`src/rtl/pnn_pkg.sv`:
```
`timescale 1ns / 1ps

package pnn_pkg;

  localparam int COORD_W   = 16;
  localparam int EDGE_W    = COORD_W + 1;
  localparam int PROD_W    = 2 * EDGE_W;
  localparam int NUM_LANES = 3;

  // Aligned magnitudes, their sum of squares, its root and the quotient.
  localparam int A_W    = 30;
  localparam int SQ_W   = 2 * A_W + 2;
  localparam int ROOT_W = SQ_W / 2;
  localparam int FRAC_W = 14;
  localparam int Q_W    = FRAC_W + 1;
  localparam int NUM_W  = A_W + FRAC_W + 1;

  localparam int NORM_W   = 16;
  localparam int STATUS_W = 2;

  localparam int DEF_MAX_POLY_VERTICES = 256;

  localparam logic [STATUS_W-1:0] STATUS_OK   = 2'd0;
  localparam logic [STATUS_W-1:0] STATUS_ZERO = 2'd1;
  localparam logic [STATUS_W-1:0] STATUS_OVER = 2'd2;

  typedef struct packed {
    logic start;
    logic clear;
  } mac_ctrl_t;

  typedef struct packed {
    logic [STATUS_W-1:0]      status;
    logic signed [NORM_W-1:0] x;
    logic signed [NORM_W-1:0] y;
    logic signed [NORM_W-1:0] z;
  } norm_res_t;

endpackage

```
`src/rtl/pnn_edge_mac.sv`:
```
`timescale 1ns / 1ps

module pnn_edge_mac #(
  parameter int SUM_W = pnn_pkg::PROD_W + $clog2(pnn_pkg::DEF_MAX_POLY_VERTICES)
) (
  input  logic                              clk,
  input  logic                              rst,
  input  pnn_pkg::mac_ctrl_t                ctrl,
  input  logic signed [pnn_pkg::COORD_W-1:0] cur [pnn_pkg::NUM_LANES],
  input  logic signed [pnn_pkg::COORD_W-1:0] nxt [pnn_pkg::NUM_LANES],
  output logic                              busy,
  output logic signed [SUM_W-1:0]           sum [pnn_pkg::NUM_LANES]
);

  localparam int EW    = pnn_pkg::EDGE_W;
  localparam int CNT_W = $clog2(EW);

  localparam logic [1:0] M_IDLE = 2'd0;
  localparam logic [1:0] M_STEP = 2'd1;
  localparam logic [1:0] M_ACC  = 2'd2;

  logic [1:0]       mstate;
  logic [CNT_W-1:0] cnt;
  logic             last_bit;

  assign busy     = (mstate != M_IDLE);
  assign last_bit = (cnt == CNT_W'(EW - 1));

  always_ff @(posedge clk) begin
    if (rst) begin
      mstate <= M_IDLE;
      cnt    <= '0;
    end else begin
      unique case (mstate)
        M_IDLE: begin
          if (ctrl.start) begin
            cnt    <= '0;
            mstate <= M_STEP;
          end
        end
        M_STEP: begin
          cnt <= cnt + CNT_W'(1);
          if (last_bit) begin
            mstate <= M_ACC;
          end
        end
        M_ACC: begin
          mstate <= M_IDLE;
        end
        default: begin
          mstate <= M_IDLE;
        end
      endcase
    end
  end

  // Each lane multiplies a coordinate difference by a coordinate sum, one
  // multiplier bit per cycle, and the sign bit's weight is subtracted.
  for (genvar g = 0; g < pnn_pkg::NUM_LANES; g++) begin : g_lane
    localparam int DI = (g + 1) % pnn_pkg::NUM_LANES;
    localparam int SI = (g + 2) % pnn_pkg::NUM_LANES;

    logic signed [EW-1:0] d_in;
    logic signed [EW-1:0] s_in;
    logic signed [EW-1:0] mcnd;
    logic signed [EW:0]   h;
    logic [EW-1:0]        l;
    logic signed [EW:0]   ext;
    logic signed [EW:0]   addend;
    logic signed [EW:0]   hs;

    always_comb begin
      d_in = {cur[DI][pnn_pkg::COORD_W-1], cur[DI]} - {nxt[DI][pnn_pkg::COORD_W-1], nxt[DI]};
      s_in = {cur[SI][pnn_pkg::COORD_W-1], cur[SI]} + {nxt[SI][pnn_pkg::COORD_W-1], nxt[SI]};
      ext  = {mcnd[EW-1], mcnd};
      if (!l[0]) begin
        addend = '0;
      end else if (last_bit) begin
        addend = -ext;
      end else begin
        addend = ext;
      end
      hs = h + addend;
    end

    always_ff @(posedge clk) begin
      if (mstate == M_IDLE && ctrl.start) begin
        mcnd <= s_in;
        l    <= d_in;
        h    <= '0;
      end else if (mstate == M_STEP) begin
        h <= {hs[EW], hs[EW:1]};
        l <= {hs[0], l[EW-1:1]};
      end
    end

    always_ff @(posedge clk) begin
      if (rst) begin
        sum[g] <= '0;
      end else if (ctrl.clear) begin
        sum[g] <= '0;
      end else if (mstate == M_ACC) begin
        sum[g] <= sum[g] + {{(SUM_W - 2 * EW - 1){h[EW]}}, h, l};
      end
    end
  end

endmodule

```
`src/rtl/pnn_norm.sv`:
```
`timescale 1ns / 1ps

module pnn_norm #(
  parameter int SUM_W = pnn_pkg::PROD_W + $clog2(pnn_pkg::DEF_MAX_POLY_VERTICES)
) (
  input  logic                    clk,
  input  logic                    rst,
  input  logic                    start,
  input  logic signed [SUM_W-1:0] sum [pnn_pkg::NUM_LANES],
  output logic                    busy,
  output pnn_pkg::norm_res_t      res
);

  localparam int AW    = pnn_pkg::A_W;
  localparam int SQW   = pnn_pkg::SQ_W;
  localparam int RW    = pnn_pkg::ROOT_W;
  localparam int QW    = pnn_pkg::Q_W;
  localparam int NW    = pnn_pkg::NUM_W;
  localparam int OW    = pnn_pkg::NORM_W;
  localparam int NL    = pnn_pkg::NUM_LANES;
  localparam int CNT_W = $clog2(RW);

  localparam logic [2:0] N_IDLE     = 3'd0;
  localparam logic [2:0] N_ALIGN    = 3'd1;
  localparam logic [2:0] N_SQ_LOAD  = 3'd2;
  localparam logic [2:0] N_SQ_STEP  = 3'd3;
  localparam logic [2:0] N_SQ_ACC   = 3'd4;
  localparam logic [2:0] N_ROOT     = 3'd5;
  localparam logic [2:0] N_DIV_LOAD = 3'd6;
  localparam logic [2:0] N_DIV_STEP = 3'd7;

  logic [2:0]                          state;
  logic [1:0]                          comp;
  logic [CNT_W-1:0]                    cnt;
  logic [SUM_W-1:0]                    mag [NL];
  logic                                neg [NL];
  logic [AW:0]                         mh;
  logic [AW-1:0]                       ml;
  logic [SQW-1:0]                      sq;
  logic [RW+1:0]                       rem_r;
  logic [RW-1:0]                       root;
  logic [RW-1:0]                       drem;
  logic [QW-1:0]                       nlo;
  logic [QW-1:0]                       quo;
  logic signed [OW-1:0]                outc [NL];
  logic [pnn_pkg::STATUS_W-1:0]        st;

  logic [AW-1:0]        mcand;
  logic [AW:0]          sq_sum;
  logic [RW+3:0]        rt_rem;
  logic [RW+3:0]        rt_trial;
  logic [RW+3:0]        rt_diff;
  logic                 rt_ge;
  logic [NW-1:0]        num;
  logic [RW:0]          dv_t;
  logic [RW:0]          dv_den;
  logic [RW:0]          dv_diff;
  logic                 dv_ge;
  logic [QW-1:0]        qfin;
  logic [OW-1:0]        qv;
  logic signed [OW-1:0] qsigned;
  logic                 all_zero;
  logic                 too_high;
  logic                 too_low;

  assign busy = (state != N_IDLE);
  assign res  = '{status: st, x: outc[0], y: outc[1], z: outc[2]};

  always_comb begin
    all_zero = 1'b1;
    too_high = 1'b0;
    too_low  = 1'b1;
    for (int i = 0; i < NL; i++) begin
      if (mag[i] != '0) begin
        all_zero = 1'b0;
      end
      if (mag[i][SUM_W-1:AW] != '0) begin
        too_high = 1'b1;
      end
      if (mag[i][SUM_W-1:AW-1] != '0) begin
        too_low = 1'b0;
      end
    end

    mcand  = mag[comp][AW-1:0];
    sq_sum = mh + (ml[0] ? {1'b0, mcand} : '0);

    rt_rem   = {rem_r, sq[SQW-1 -: 2]};
    rt_trial = {2'b00, root, 2'b01};
    rt_ge    = (rt_rem >= rt_trial);
    rt_diff  = rt_rem - rt_trial;

    num = {1'b0, mcand, {pnn_pkg::FRAC_W{1'b0}}} + {{(NW - RW + 1){1'b0}}, root[RW-1:1]};

    dv_t    = {drem, nlo[QW-1]};
    dv_den  = {1'b0, root};
    dv_ge   = (dv_t >= dv_den);
    dv_diff = dv_t - dv_den;

    qfin    = {quo[QW-2:0], dv_ge};
    qv      = {{(OW - QW){1'b0}}, qfin};
    qsigned = neg[comp] ? -qv : qv;
  end

  always_ff @(posedge clk) begin
    if (rst) begin
      state <= N_IDLE;
      comp  <= '0;
      cnt   <= '0;
    end else begin
      unique case (state)
        N_IDLE: begin
          if (start) begin
            for (int i = 0; i < NL; i++) begin
              mag[i] <= sum[i][SUM_W-1] ? SUM_W'(-sum[i]) : SUM_W'(sum[i]);
              neg[i] <= sum[i][SUM_W-1];
            end
            state <= N_ALIGN;
          end
        end
        N_ALIGN: begin
          priority if (all_zero) begin
            st <= pnn_pkg::STATUS_ZERO;
            for (int i = 0; i < NL; i++) begin
              outc[i] <= '0;
            end
            state <= N_IDLE;
          end else if (too_high) begin
            for (int i = 0; i < NL; i++) begin
              mag[i] <= mag[i] >> 1;
            end
          end else if (too_low) begin
            for (int i = 0; i < NL; i++) begin
              mag[i] <= mag[i] << 1;
            end
          end else begin
            comp  <= '0;
            sq    <= '0;
            state <= N_SQ_LOAD;
          end
        end
        N_SQ_LOAD: begin
          ml    <= mcand;
          mh    <= '0;
          cnt   <= '0;
          state <= N_SQ_STEP;
        end
        N_SQ_STEP: begin
          mh  <= {1'b0, sq_sum[AW:1]};
          ml  <= {sq_sum[0], ml[AW-1:1]};
          cnt <= cnt + CNT_W'(1);
          if (cnt == CNT_W'(AW - 1)) begin
            state <= N_SQ_ACC;
          end
        end
        N_SQ_ACC: begin
          sq <= sq + {2'b00, mh[AW-1:0], ml};
          if (comp == 2'(NL - 1)) begin
            rem_r <= '0;
            root  <= '0;
            cnt   <= '0;
            state <= N_ROOT;
          end else begin
            comp  <= comp + 2'd1;
            state <= N_SQ_LOAD;
          end
        end
        N_ROOT: begin
          rem_r <= rt_ge ? rt_diff[RW+1:0] : rt_rem[RW+1:0];
          root  <= {root[RW-2:0], rt_ge};
          sq    <= sq << 2;
          cnt   <= cnt + CNT_W'(1);
          if (cnt == CNT_W'(RW - 1)) begin
            comp  <= '0;
            state <= N_DIV_LOAD;
          end
        end
        N_DIV_LOAD: begin
          drem  <= {1'b0, num[NW-1:QW]};
          nlo   <= num[QW-1:0];
          quo   <= '0;
          cnt   <= '0;
          state <= N_DIV_STEP;
        end
        N_DIV_STEP: begin
          drem <= dv_ge ? dv_diff[RW-1:0] : dv_t[RW-1:0];
          nlo  <= nlo << 1;
          quo  <= qfin;
          cnt  <= cnt + CNT_W'(1);
          if (cnt == CNT_W'(QW - 1)) begin
            outc[comp] <= qsigned;
            if (comp == 2'(NL - 1)) begin
              st    <= pnn_pkg::STATUS_OK;
              state <= N_IDLE;
            end else begin
              comp  <= comp + 2'd1;
              state <= N_DIV_LOAD;
            end
          end
        end
        default: begin
          state <= N_IDLE;
        end
      endcase
    end
  end

endmodule

```
`src/rtl/polygon_normal_newell.sv`:
```
`timescale 1ns / 1ps

// Polygon normal by Newell's method.
// Vertices arrive on the vert channel (vert_valid, vert_ready), one per
// transaction, as signed Q8.8 coordinates; last_vertex marks the final one.
// Each polygon gives one transaction on the norm channel (norm_valid,
// norm_ready): a unit normal in signed Q1.14 and a status code (ok, zero
// length, or more than MAX_POLY_VERTICES vertices, both of which give zero).
// Every vertex after the first, up to the MAX_POLY_VERTICES-th, runs one edge
// through the bit-serial edge multiplier, one step per multiplier bit and then
// an accumulate step; no new vertex is taken until that edge is done. The
// last vertex adds the closing edge and then starts the normalizer, which
// aligns the sums one bit per cycle, squares them one multiplier bit per
// cycle, takes the square root two radicand bits per cycle and divides one
// quotient bit per cycle. All-zero sums give their result straight from the
// alignment step, and a polygon with too many vertices skips the closing edge
// and the normalizer.
// The result sits in an output register; the next polygon's vertices are
// taken while it waits, and only a second finished result waits on the
// receiver. Reset clears the sums, the vertex count and both channels.
module polygon_normal_newell #(
  parameter int MAX_POLY_VERTICES = pnn_pkg::DEF_MAX_POLY_VERTICES
) (
  input  logic                               clk,
  input  logic                               rst,
  input  logic                               vert_valid,
  output logic                               vert_ready,
  input  logic signed [pnn_pkg::COORD_W-1:0]  vert_x,
  input  logic signed [pnn_pkg::COORD_W-1:0]  vert_y,
  input  logic signed [pnn_pkg::COORD_W-1:0]  vert_z,
  input  logic                               last_vertex,
  output logic                               norm_valid,
  input  logic                               norm_ready,
  output logic signed [pnn_pkg::NORM_W-1:0]   norm_x,
  output logic signed [pnn_pkg::NORM_W-1:0]   norm_y,
  output logic signed [pnn_pkg::NORM_W-1:0]   norm_z,
  output logic [pnn_pkg::STATUS_W-1:0]        status
);

  localparam int CNT_W = $clog2(MAX_POLY_VERTICES + 2);
  localparam int SUM_W = pnn_pkg::PROD_W + $clog2(MAX_POLY_VERTICES);
  localparam int NL    = pnn_pkg::NUM_LANES;

  localparam logic [2:0] S_IDLE        = 3'd0;
  localparam logic [2:0] S_EDGE        = 3'd1;
  localparam logic [2:0] S_START_CLOSE = 3'd2;
  localparam logic [2:0] S_CLOSE       = 3'd3;
  localparam logic [2:0] S_NORM        = 3'd4;
  localparam logic [2:0] S_EMIT        = 3'd5;

  logic [2:0]                         state;
  logic [CNT_W-1:0]                   count;
  logic                               last_q;
  logic                               over_q;
  logic signed [pnn_pkg::COORD_W-1:0] vin     [NL];
  logic signed [pnn_pkg::COORD_W-1:0] prev_v  [NL];
  logic signed [pnn_pkg::COORD_W-1:0] first_v [NL];
  logic signed [pnn_pkg::COORD_W-1:0] nxt_v   [NL];
  logic signed [SUM_W-1:0]            sums    [NL];

  pnn_pkg::mac_ctrl_t mac_ctrl;
  pnn_pkg::norm_res_t norm_res;
  logic               mac_busy;
  logic               norm_busy;
  logic               norm_start;
  logic               accept;
  logic               need_edge;
  logic               over_now;
  logic               emit;

  assign vin[0] = vert_x;
  assign vin[1] = vert_y;
  assign vin[2] = vert_z;

  assign vert_ready = (state == S_IDLE);
  assign accept     = vert_valid && vert_ready;
  assign need_edge  = (count != '0) && (count < CNT_W'(MAX_POLY_VERTICES));
  assign over_now   = (count >= CNT_W'(MAX_POLY_VERTICES));
  assign emit       = (state == S_EMIT) && (!norm_valid || norm_ready);
  assign norm_start = (state == S_CLOSE) && !mac_busy;

  assign mac_ctrl.start = (accept && need_edge) || (state == S_START_CLOSE);
  assign mac_ctrl.clear = emit;

  always_comb begin
    for (int i = 0; i < NL; i++) begin
      nxt_v[i] = (state == S_IDLE) ? vin[i] : first_v[i];
    end
  end

  pnn_edge_mac #(
    .SUM_W(SUM_W)
  ) u_mac (
    .clk (clk),
    .rst (rst),
    .ctrl(mac_ctrl),
    .cur (prev_v),
    .nxt (nxt_v),
    .busy(mac_busy),
    .sum (sums)
  );

  pnn_norm #(
    .SUM_W(SUM_W)
  ) u_norm (
    .clk  (clk),
    .rst  (rst),
    .start(norm_start),
    .sum  (sums),
    .busy (norm_busy),
    .res  (norm_res)
  );

  always_ff @(posedge clk) begin
    if (accept) begin
      for (int i = 0; i < NL; i++) begin
        prev_v[i] <= vin[i];
        if (count == '0) begin
          first_v[i] <= vin[i];
        end
      end
      last_q <= last_vertex;
      over_q <= over_now;
    end
  end

  always_ff @(posedge clk) begin
    if (rst) begin
      state <= S_IDLE;
      count <= '0;
    end else begin
      unique case (state)
        S_IDLE: begin
          if (accept) begin
            if (count <= CNT_W'(MAX_POLY_VERTICES)) begin
              count <= count + CNT_W'(1);
            end
            priority if (need_edge) begin
              state <= S_EDGE;
            end else if (last_vertex) begin
              state <= over_now ? S_EMIT : S_START_CLOSE;
            end else begin
              state <= S_IDLE;
            end
          end
        end
        S_EDGE: begin
          if (!mac_busy) begin
            priority if (!last_q) begin
              state <= S_IDLE;
            end else if (over_q) begin
              state <= S_EMIT;
            end else begin
              state <= S_START_CLOSE;
            end
          end
        end
        S_START_CLOSE: begin
          state <= S_CLOSE;
        end
        S_CLOSE: begin
          if (!mac_busy) begin
            state <= S_NORM;
          end
        end
        S_NORM: begin
          if (!norm_busy) begin
            state <= S_EMIT;
          end
        end
        S_EMIT: begin
          if (emit) begin
            count <= '0;
            state <= S_IDLE;
          end
        end
        default: begin
          state <= S_IDLE;
        end
      endcase
    end
  end

  always_ff @(posedge clk) begin
    if (rst) begin
      norm_valid <= 1'b0;
    end else if (emit) begin
      norm_valid <= 1'b1;
    end else if (norm_ready) begin
      norm_valid <= 1'b0;
    end
  end

  always_ff @(posedge clk) begin
    if (emit) begin
      if (over_q) begin
        norm_x <= '0;
        norm_y <= '0;
        norm_z <= '0;
        status <= pnn_pkg::STATUS_OVER;
      end else begin
        norm_x <= norm_res.x;
        norm_y <= norm_res.y;
        norm_z <= norm_res.z;
        status <= norm_res.status;
      end
    end
  end

  a_mac_start_free: assert property (@(posedge clk) disable iff (rst)
    mac_ctrl.start |-> !mac_busy && !norm_busy)
    else $error("edge multiplier started while a unit is busy");

  a_norm_start_free: assert property (@(posedge clk) disable iff (rst)
    norm_start |-> !norm_busy && !mac_ctrl.start)
    else $error("normalizer started while busy");

  a_idle_quiet: assert property (@(posedge clk) disable iff (rst)
    (state == S_IDLE) |-> !mac_busy && !norm_busy)
    else $error("vertex offered while a unit is still working");

  a_count_bound: assert property (@(posedge clk) disable iff (rst)
    count <= CNT_W'(MAX_POLY_VERTICES + 1))
    else $error("vertex count passed its saturation value");

  a_sums_cleared: assert property (@(posedge clk) disable iff (rst)
    emit |=> (sums[0] == '0) && (sums[1] == '0) && (sums[2] == '0))
    else $error("edge sums not cleared after a result");

endmodule
```
`config.mk`:
```
export PLATFORM = sky130hd
export DESIGN_NAME = polygon_normal_newell
export DESIGN_NICKNAME = d
export VERILOG_FILES = /design/src/rtl/pnn_pkg.sv /design/src/rtl/pnn_edge_mac.sv /design/src/rtl/pnn_norm.sv /design/src/rtl/polygon_normal_newell.sv
export SDC_FILE = /design/constraint.sdc
export NUM_CORES = 2
export LEC_CHECK = 0
export BUFFER_PORTS_ARGS = -buffer_cell sky130_fd_sc_hd__buf_2
export CORE_MARGIN = 2
export CORE_UTILIZATION = 50
export DETAILED_ROUTE_END_ITERATION = 7
export GPL_ROUTABILITY_DRIVEN = 0
export HOLD_SLACK_MARGIN = 0.03
export PLACE_DENSITY_LB_ADDON = 0.2
export SLEW_MARGIN = 30
export SYNTH_ARGS = -nofsm -noshare
export SYNTH_HDL_FRONTEND = slang
export SYNTH_HIERARCHICAL = 1
export SYNTH_SLANG_ARGS = --single-unit
```
`constraint.sdc`:
```
create_clock -name clk -period 12.25 [get_ports clk]
set_input_delay 1.225 -clock clk [delete_from_list [all_inputs] [get_ports clk]]
set_output_delay 1.225 -clock clk [all_outputs]
set_load 0.02 [all_outputs]
```
* Word-level counts from Yosys, hierarchy flattened
Memory sizes are Yosys's and may differ from the RTL's. A register that Yosys moved wholly into a read port is not among the register bits. Index checks and enable logic that the tools add are counted.
Word-level totals: output and inout port bits 52, register bits after elaboration 610, bits in latches 0, ROM bits 0, bits in writable memories 225, word-level logic and storage cells 299, memories 4, bits of input ports 53
Cells by class: shift operators 0, bitwise logic cells 7, divide/modulo/power cells 0, reductions and logical operators 53, multiplexer cells 128, add/subtract/negate cells 28, equality and inequality tests 39, $mul 0, order comparisons 5
Memories:
- u_norm.mag | depth 3, width 42, rd ports 4, clocked after memory_dff 1, write ports 3, line pnn_norm.sv:35 | logic [SUM_W-1:0] mag [NL];
- first_v | depth 3, width 16, rd ports 3, clocked after memory_dff 0, write ports 3, line polygon_normal_newell.sv:57 | logic signed [pnn_pkg::COORD_W-1:0] first_v [NL];
- u_norm.outc | depth 3, width 16, rd ports 3, clocked after memory_dff 3, write ports 3, line pnn_norm.sv:45 | logic signed [OW-1:0] outc [NL];
- u_norm.neg | depth 3, width 1, rd ports 1, clocked after memory_dff 1, write ports 3, line pnn_norm.sv:36 | logic neg [NL];
Operators with widths (number):
- 42-bit two-way mux | 9
- 62-bit two-way mux | 3
- 31-bit case mux with 2 select lines | 3
- 62-bit case mux with 3 select lines | 1
- 42-bit adder | 3
- 42-bit negator | 3
- 42-bit nonzero test | 3
- 18-bit two-way mux | 6
- 17-bit two-way mux | 6
- 16-bit two-way mux | 5
- 33-bit two-way mux | 2
- 33-bit case mux with 2 select lines | 1
- 62-bit by 60-bit adder with 62-bit output | 1
- 31-bit two-way mux | 2
- 30-bit case mux with 2 select lines | 1
- 3-bit two-way mux | 19
- 17-bit by 18-bit adder with 18-bit output | 3
- 17-bit negator with 18-bit output | 3
- 16-bit by 16-bit adder with 17-bit output | 3
- 16-bit by 16-bit subtractor with 17-bit output | 3
- 44-bit by 30-bit adder with 45-bit output | 1
- 13-bit nonzero test | 3
- 1-bit two-way mux | 38
- 12-bit nonzero test | 3
- other kinds (55) | 135

* Longest topological paths before layout
An unclocked memory read counts as a cell.
depth in word-level cells 12, depth in mapped cells 21, depth with buffers taken out 19

* Cells and area by module
Netlist, hierarchy kept.
Modules (own cells, without submodules):
- pnn_norm | area an instance 31157.4 µm², cells each 3467, sequential area each 12972.4 µm², instances 1
- pnn_edge_mac | area an instance 23630.2 µm², cells each 2946, sequential area each 6746.5 µm², instances 1
- polygon_normal_newell | area an instance 6252.2 µm², cells each 374, sequential area each 4704.5 µm², instances 1

* Worst setup path after synthesis
Ideal clock, no wire load.
path kind input port to flip-flop, from input rst, to register u_norm.sq[0], enable pin, slack 279 ps, data required time 11436 ps, setup time 814 ps, arrival time 11158 ps, path buffers 1, stages 2, cell sequence clkbuf_1 a2111oi_0
Between the ends: word-level cells in the longest chain between the ends 2
Ends and longest elaborated chain:
- start, declared | line polygon_normal_newell.sv:25 | input logic rst,
- 1-bit inverter (no source line)
- 5-bit AND reduction (no source line)
- end signal, assigned | line pnn_norm.sv:157 | sq <= sq + {2'b00, mh[AW-1:0], ml};
- end signal, assigned | line pnn_norm.sv:171 | sq <= sq << 2;
- end, declared | line pnn_norm.sv:39 | logic [SQW-1:0] sq;
No other way between the ends. A chain may end at the register's enable or synchronous reset.

==> flow_summary.toml <==
[logic_synthesis]
synth.yosys.seq_area_share_pct = 40.0
netlist_instances = 6787
synthTopCellsByCount = "855 x sky130_fd_sc_hd__nand2_1, 674 x sky130_fd_sc_hd__edfxtp_1, 653 x sky130_fd_sc_hd__a21oi_1"
synth-edff-count = 674
synthDominantCellAreaShare_pct = 33.2
yosys_most_used_dff = "sky130_fd_sc_hd__edfxtp_1"
synth.yosys.warnings = 6
syn-num-nets = 7314
synth_seq_cells = 883
post_synth_instance_area_um2 = 61000
asyncSetResetFlopFracSynth_pct = 0
avgSynthCellArea_um2 = 8.99
synth.distinct_cells = 90
yosysMostFrequentCell = "sky130_fd_sc_hd__nand2_1"
synth.top_cells.by_area = "sky130_fd_sc_hd__edfxtp_1 33%, sky130_fd_sc_hd__ha_1 9.4%, sky130_fd_sc_hd__dfxtp_1 6.9%, sky130_fd_sc_hd__a21oi_1 5.4%, sky130_fd_sc_hd__nand2_1 5.3%"
synth.largest_area_cell = "sky130_fd_sc_hd__edfxtp_1"

[power_and_ir_drop]
ir_worst_vdd_mv = 0.181
pwr_density_cell_nw_per_um2 = 169
total_power_mw = 11.3
static-leakage-power_nw = 26.8

[cts]
worstSkewPairLatency_ps = 770
cts.root.buffer_cell = "sky130_fd_sc_hd__clkbuf_16"
cts_buffer_depth = 3
cts_made_buffers = 102
ctsHoldBuffers = 0
tritoncts_num_sinks = 883
worst_setup_hold_path_clk_slew_ps = 60
post_cts.resized_instances = 0
cts_tree = "yes"
cts-htree-levels = 3
postCtsSetupBuffers = 0

[critical_path]
critical_path_class = "flip-flop to flip-flop"
reg2reg_depth = 16
critical_path.reg2reg.endpoint = "u_norm/mh[25]"
cp_max_fanout = 31
worst_ep_arrival_time_ps = 5640
worstSetupEndpointType = "flip-flop"
startpoint_type = "flip-flop"
ff2ff_setup_slack_ps = 7120
crit_end = "u_norm/mh[25]"
worstPathRequired_ps = 12750

[routing]
finalWirelength_mm = 163
average_wire_per_cell_in_the_routed_design_um = 19.3
postRouteAntennaNets = 0
via_count = 49593
vias_per_cell = 5.85
dr_iter_0_viols = 3613
drt_drc_violations_left = 0
drt_pass1_iterations = 8

[sta]
slew_headroom_pct = 34.4
count_of_endpoints_failing_setup_in_the_final_report = 0
worst_slack_setup_final_ps = 7120
final-max-slew-violation-count = 0
hold_violations = 0
unrepaired_setup_endpoints_after_global_routing = "false"
clock_skew_ps = 67.6
period_share_pct = 41.9
fmax_ghz = 0.195
timing.setup.tns_ps = 0
tightestPinTransition_ps = 959
final_period_minus_worst_setup_slack_ps = 5130

[hold_path]
min_delay_path_depth = 2
timing.hold.worst.class = "flip-flop to flip-flop"
hold_path.startpoint = "u_mac/g_lane[0].h[2]"

[layout]
final_layout_size_suffix_gt1_share_pct = 6.75
post_layout_nonfiller_instances = 8474
area_growth_pct = 9.24
design.final.nets = 7288
n_antenna_cell = 0
layout.cell_area.non_filler_um2 = 66700

[place]
area_after_detailed_placement_um2 = 63100
dpl.hpwl_mm = 122
placed_cells_incl_taps = 8281
detailedPlace.worstSlack_ps = 7170
placement.io_buffers = 104

[floorplanning]
floorplan.die.height_um = 353
pin_count = 105
die-width_um = 353
fp-row-count = 128
floorplan.initialDensity_pct = 50.3
dieArea_um2 = 125000
core-area_um2 = 121000

[grt]
globalRoute.totalOverflow = 0
antenna_found_initial = 0
grt_max_degree = 95
grt_pass1_vias = 47184
global_route_wire_length_before_repair_mm = 258
globalRouteTotalUtil_pct = 25.6

[flow_run]
timing.max_cap.violations = 0

[outcome]
outcome = "completed"
==> cell usage in the layout (no fill, tap or decap), drive strengths merged, types with 126 or more instances in the layout <==
master	netlist	layout
nand2	856	856
edfxtp	674	674
a21oi	653	653
o21ai	566	566
nor2	566	566
ha	458	458
xor2	283	283
xnor2	256	256
inv	254	253
dfxtp	209	209
a21o	177	177
buf	47	163
nor2b	130	130
clkbuf	246	126
==> per-stage QoR <==
step                      util (%)  hold slack (ps)
after global placement        51.9              469
final                         54.9              487
after floorplan                  -              448
after global routing          54.9              513
after CTS                     54.9              487
after detailed placement      51.9              475
==> sequential cells by signal, indices dropped and copies added (netlist names), 30 cells and up, named ones only <==
register	flops
u_mac/g_lane.l	51
prev_v	48
u_mac/g_lane.h	51
u_norm/sq	62
u_mac/g_lane.mcnd	51
u_norm/ml	30
u_mac/sum	126
first_v	48
u_norm/drem	31
u_norm/rem_r	33
u_norm/root	31
u_norm/mh	30
u_norm/mag	126
u_norm/outc	48
==> how the worst min path moves through the flow <==
stage | endpoint | slack, ps
2_1_floorplan | u_norm/neg[0] | 450
3_3_place_gp | u_mac/g_lane[0].h[10] | 470
3_5_place_dp | u_mac/g_lane[0].h[2] | 480
4_1_cts | u_mac/g_lane[0].h[0] | 490
5_1_grt | u_mac/g_lane[0].h[2] | 510
6_report | u_mac/g_lane[0].h[2] | 490
==> power breakdown <==
group          internal, mW  switching, mW  leakage (nW)
combinational          1.52           2.28          17.0
clock                  1.91           1.32          1.74
sequential             3.83          0.401          7.96
==> final cells by class <==
| type | count | area (um^2) |
|---|---|---|
| clock buffers | 126 | 2760 |
| clock inverters | 66 | 832 |
| repair buffers | 163 | 976 |
| inverters | 255 | 958 |
| well taps | 1625 | 2030 |
| flip-flops and latches | 883 | 24400 |
| fillers | 11000 | 54700 |
| multi-input cells | 5356 | 34700 |
==> metal layers <==
layer | part of all wire (%) | track usage (%)
met1 | 43 | 33.3
met2 | 47 | 42.8
met3 | 5.3 | 3.50
met4 | 4.4 | 10.6
met5 | 0 | 0
==> cell families after synthesis <==
group,after synthesis,share of synthesized area (%)
flip-flops,883,40.0
XOR/XNOR,539,7.73
adder cells (fa/ha/maj),474,9.91
multiplexers,119,2.07
AND/OR/NAND/NOR,2260,17.3
buffers and inverters,548,3.41
other,1,0.00614
AO/OA/AOI/OAI,1963,19.6
==> critical path, cell delays in order (launching register included) <==
cell	delay, ps
sky130_fd_sc_hd__dfxtp_2	910
sky130_fd_sc_hd__mux2i_1	260
sky130_fd_sc_hd__o21ai_0	160
sky130_fd_sc_hd__and2_1	250
sky130_fd_sc_hd__ha_1	210
sky130_fd_sc_hd__fa_1	400
sky130_fd_sc_hd__a21oi_1	180
sky130_fd_sc_hd__nand3b_1	120
sky130_fd_sc_hd__a21boi_0	150
sky130_fd_sc_hd__o41ai_1	660
sky130_fd_sc_hd__a2111oi_0	380
sky130_fd_sc_hd__o31a_1	400
sky130_fd_sc_hd__o211ai_1	230
sky130_fd_sc_hd__nand2b_1	80
sky130_fd_sc_hd__a21oi_1	230
sky130_fd_sc_hd__xor2_1	180
sky130_fd_sc_hd__nor2_1	50
Power figures use the tool's default switching activity.
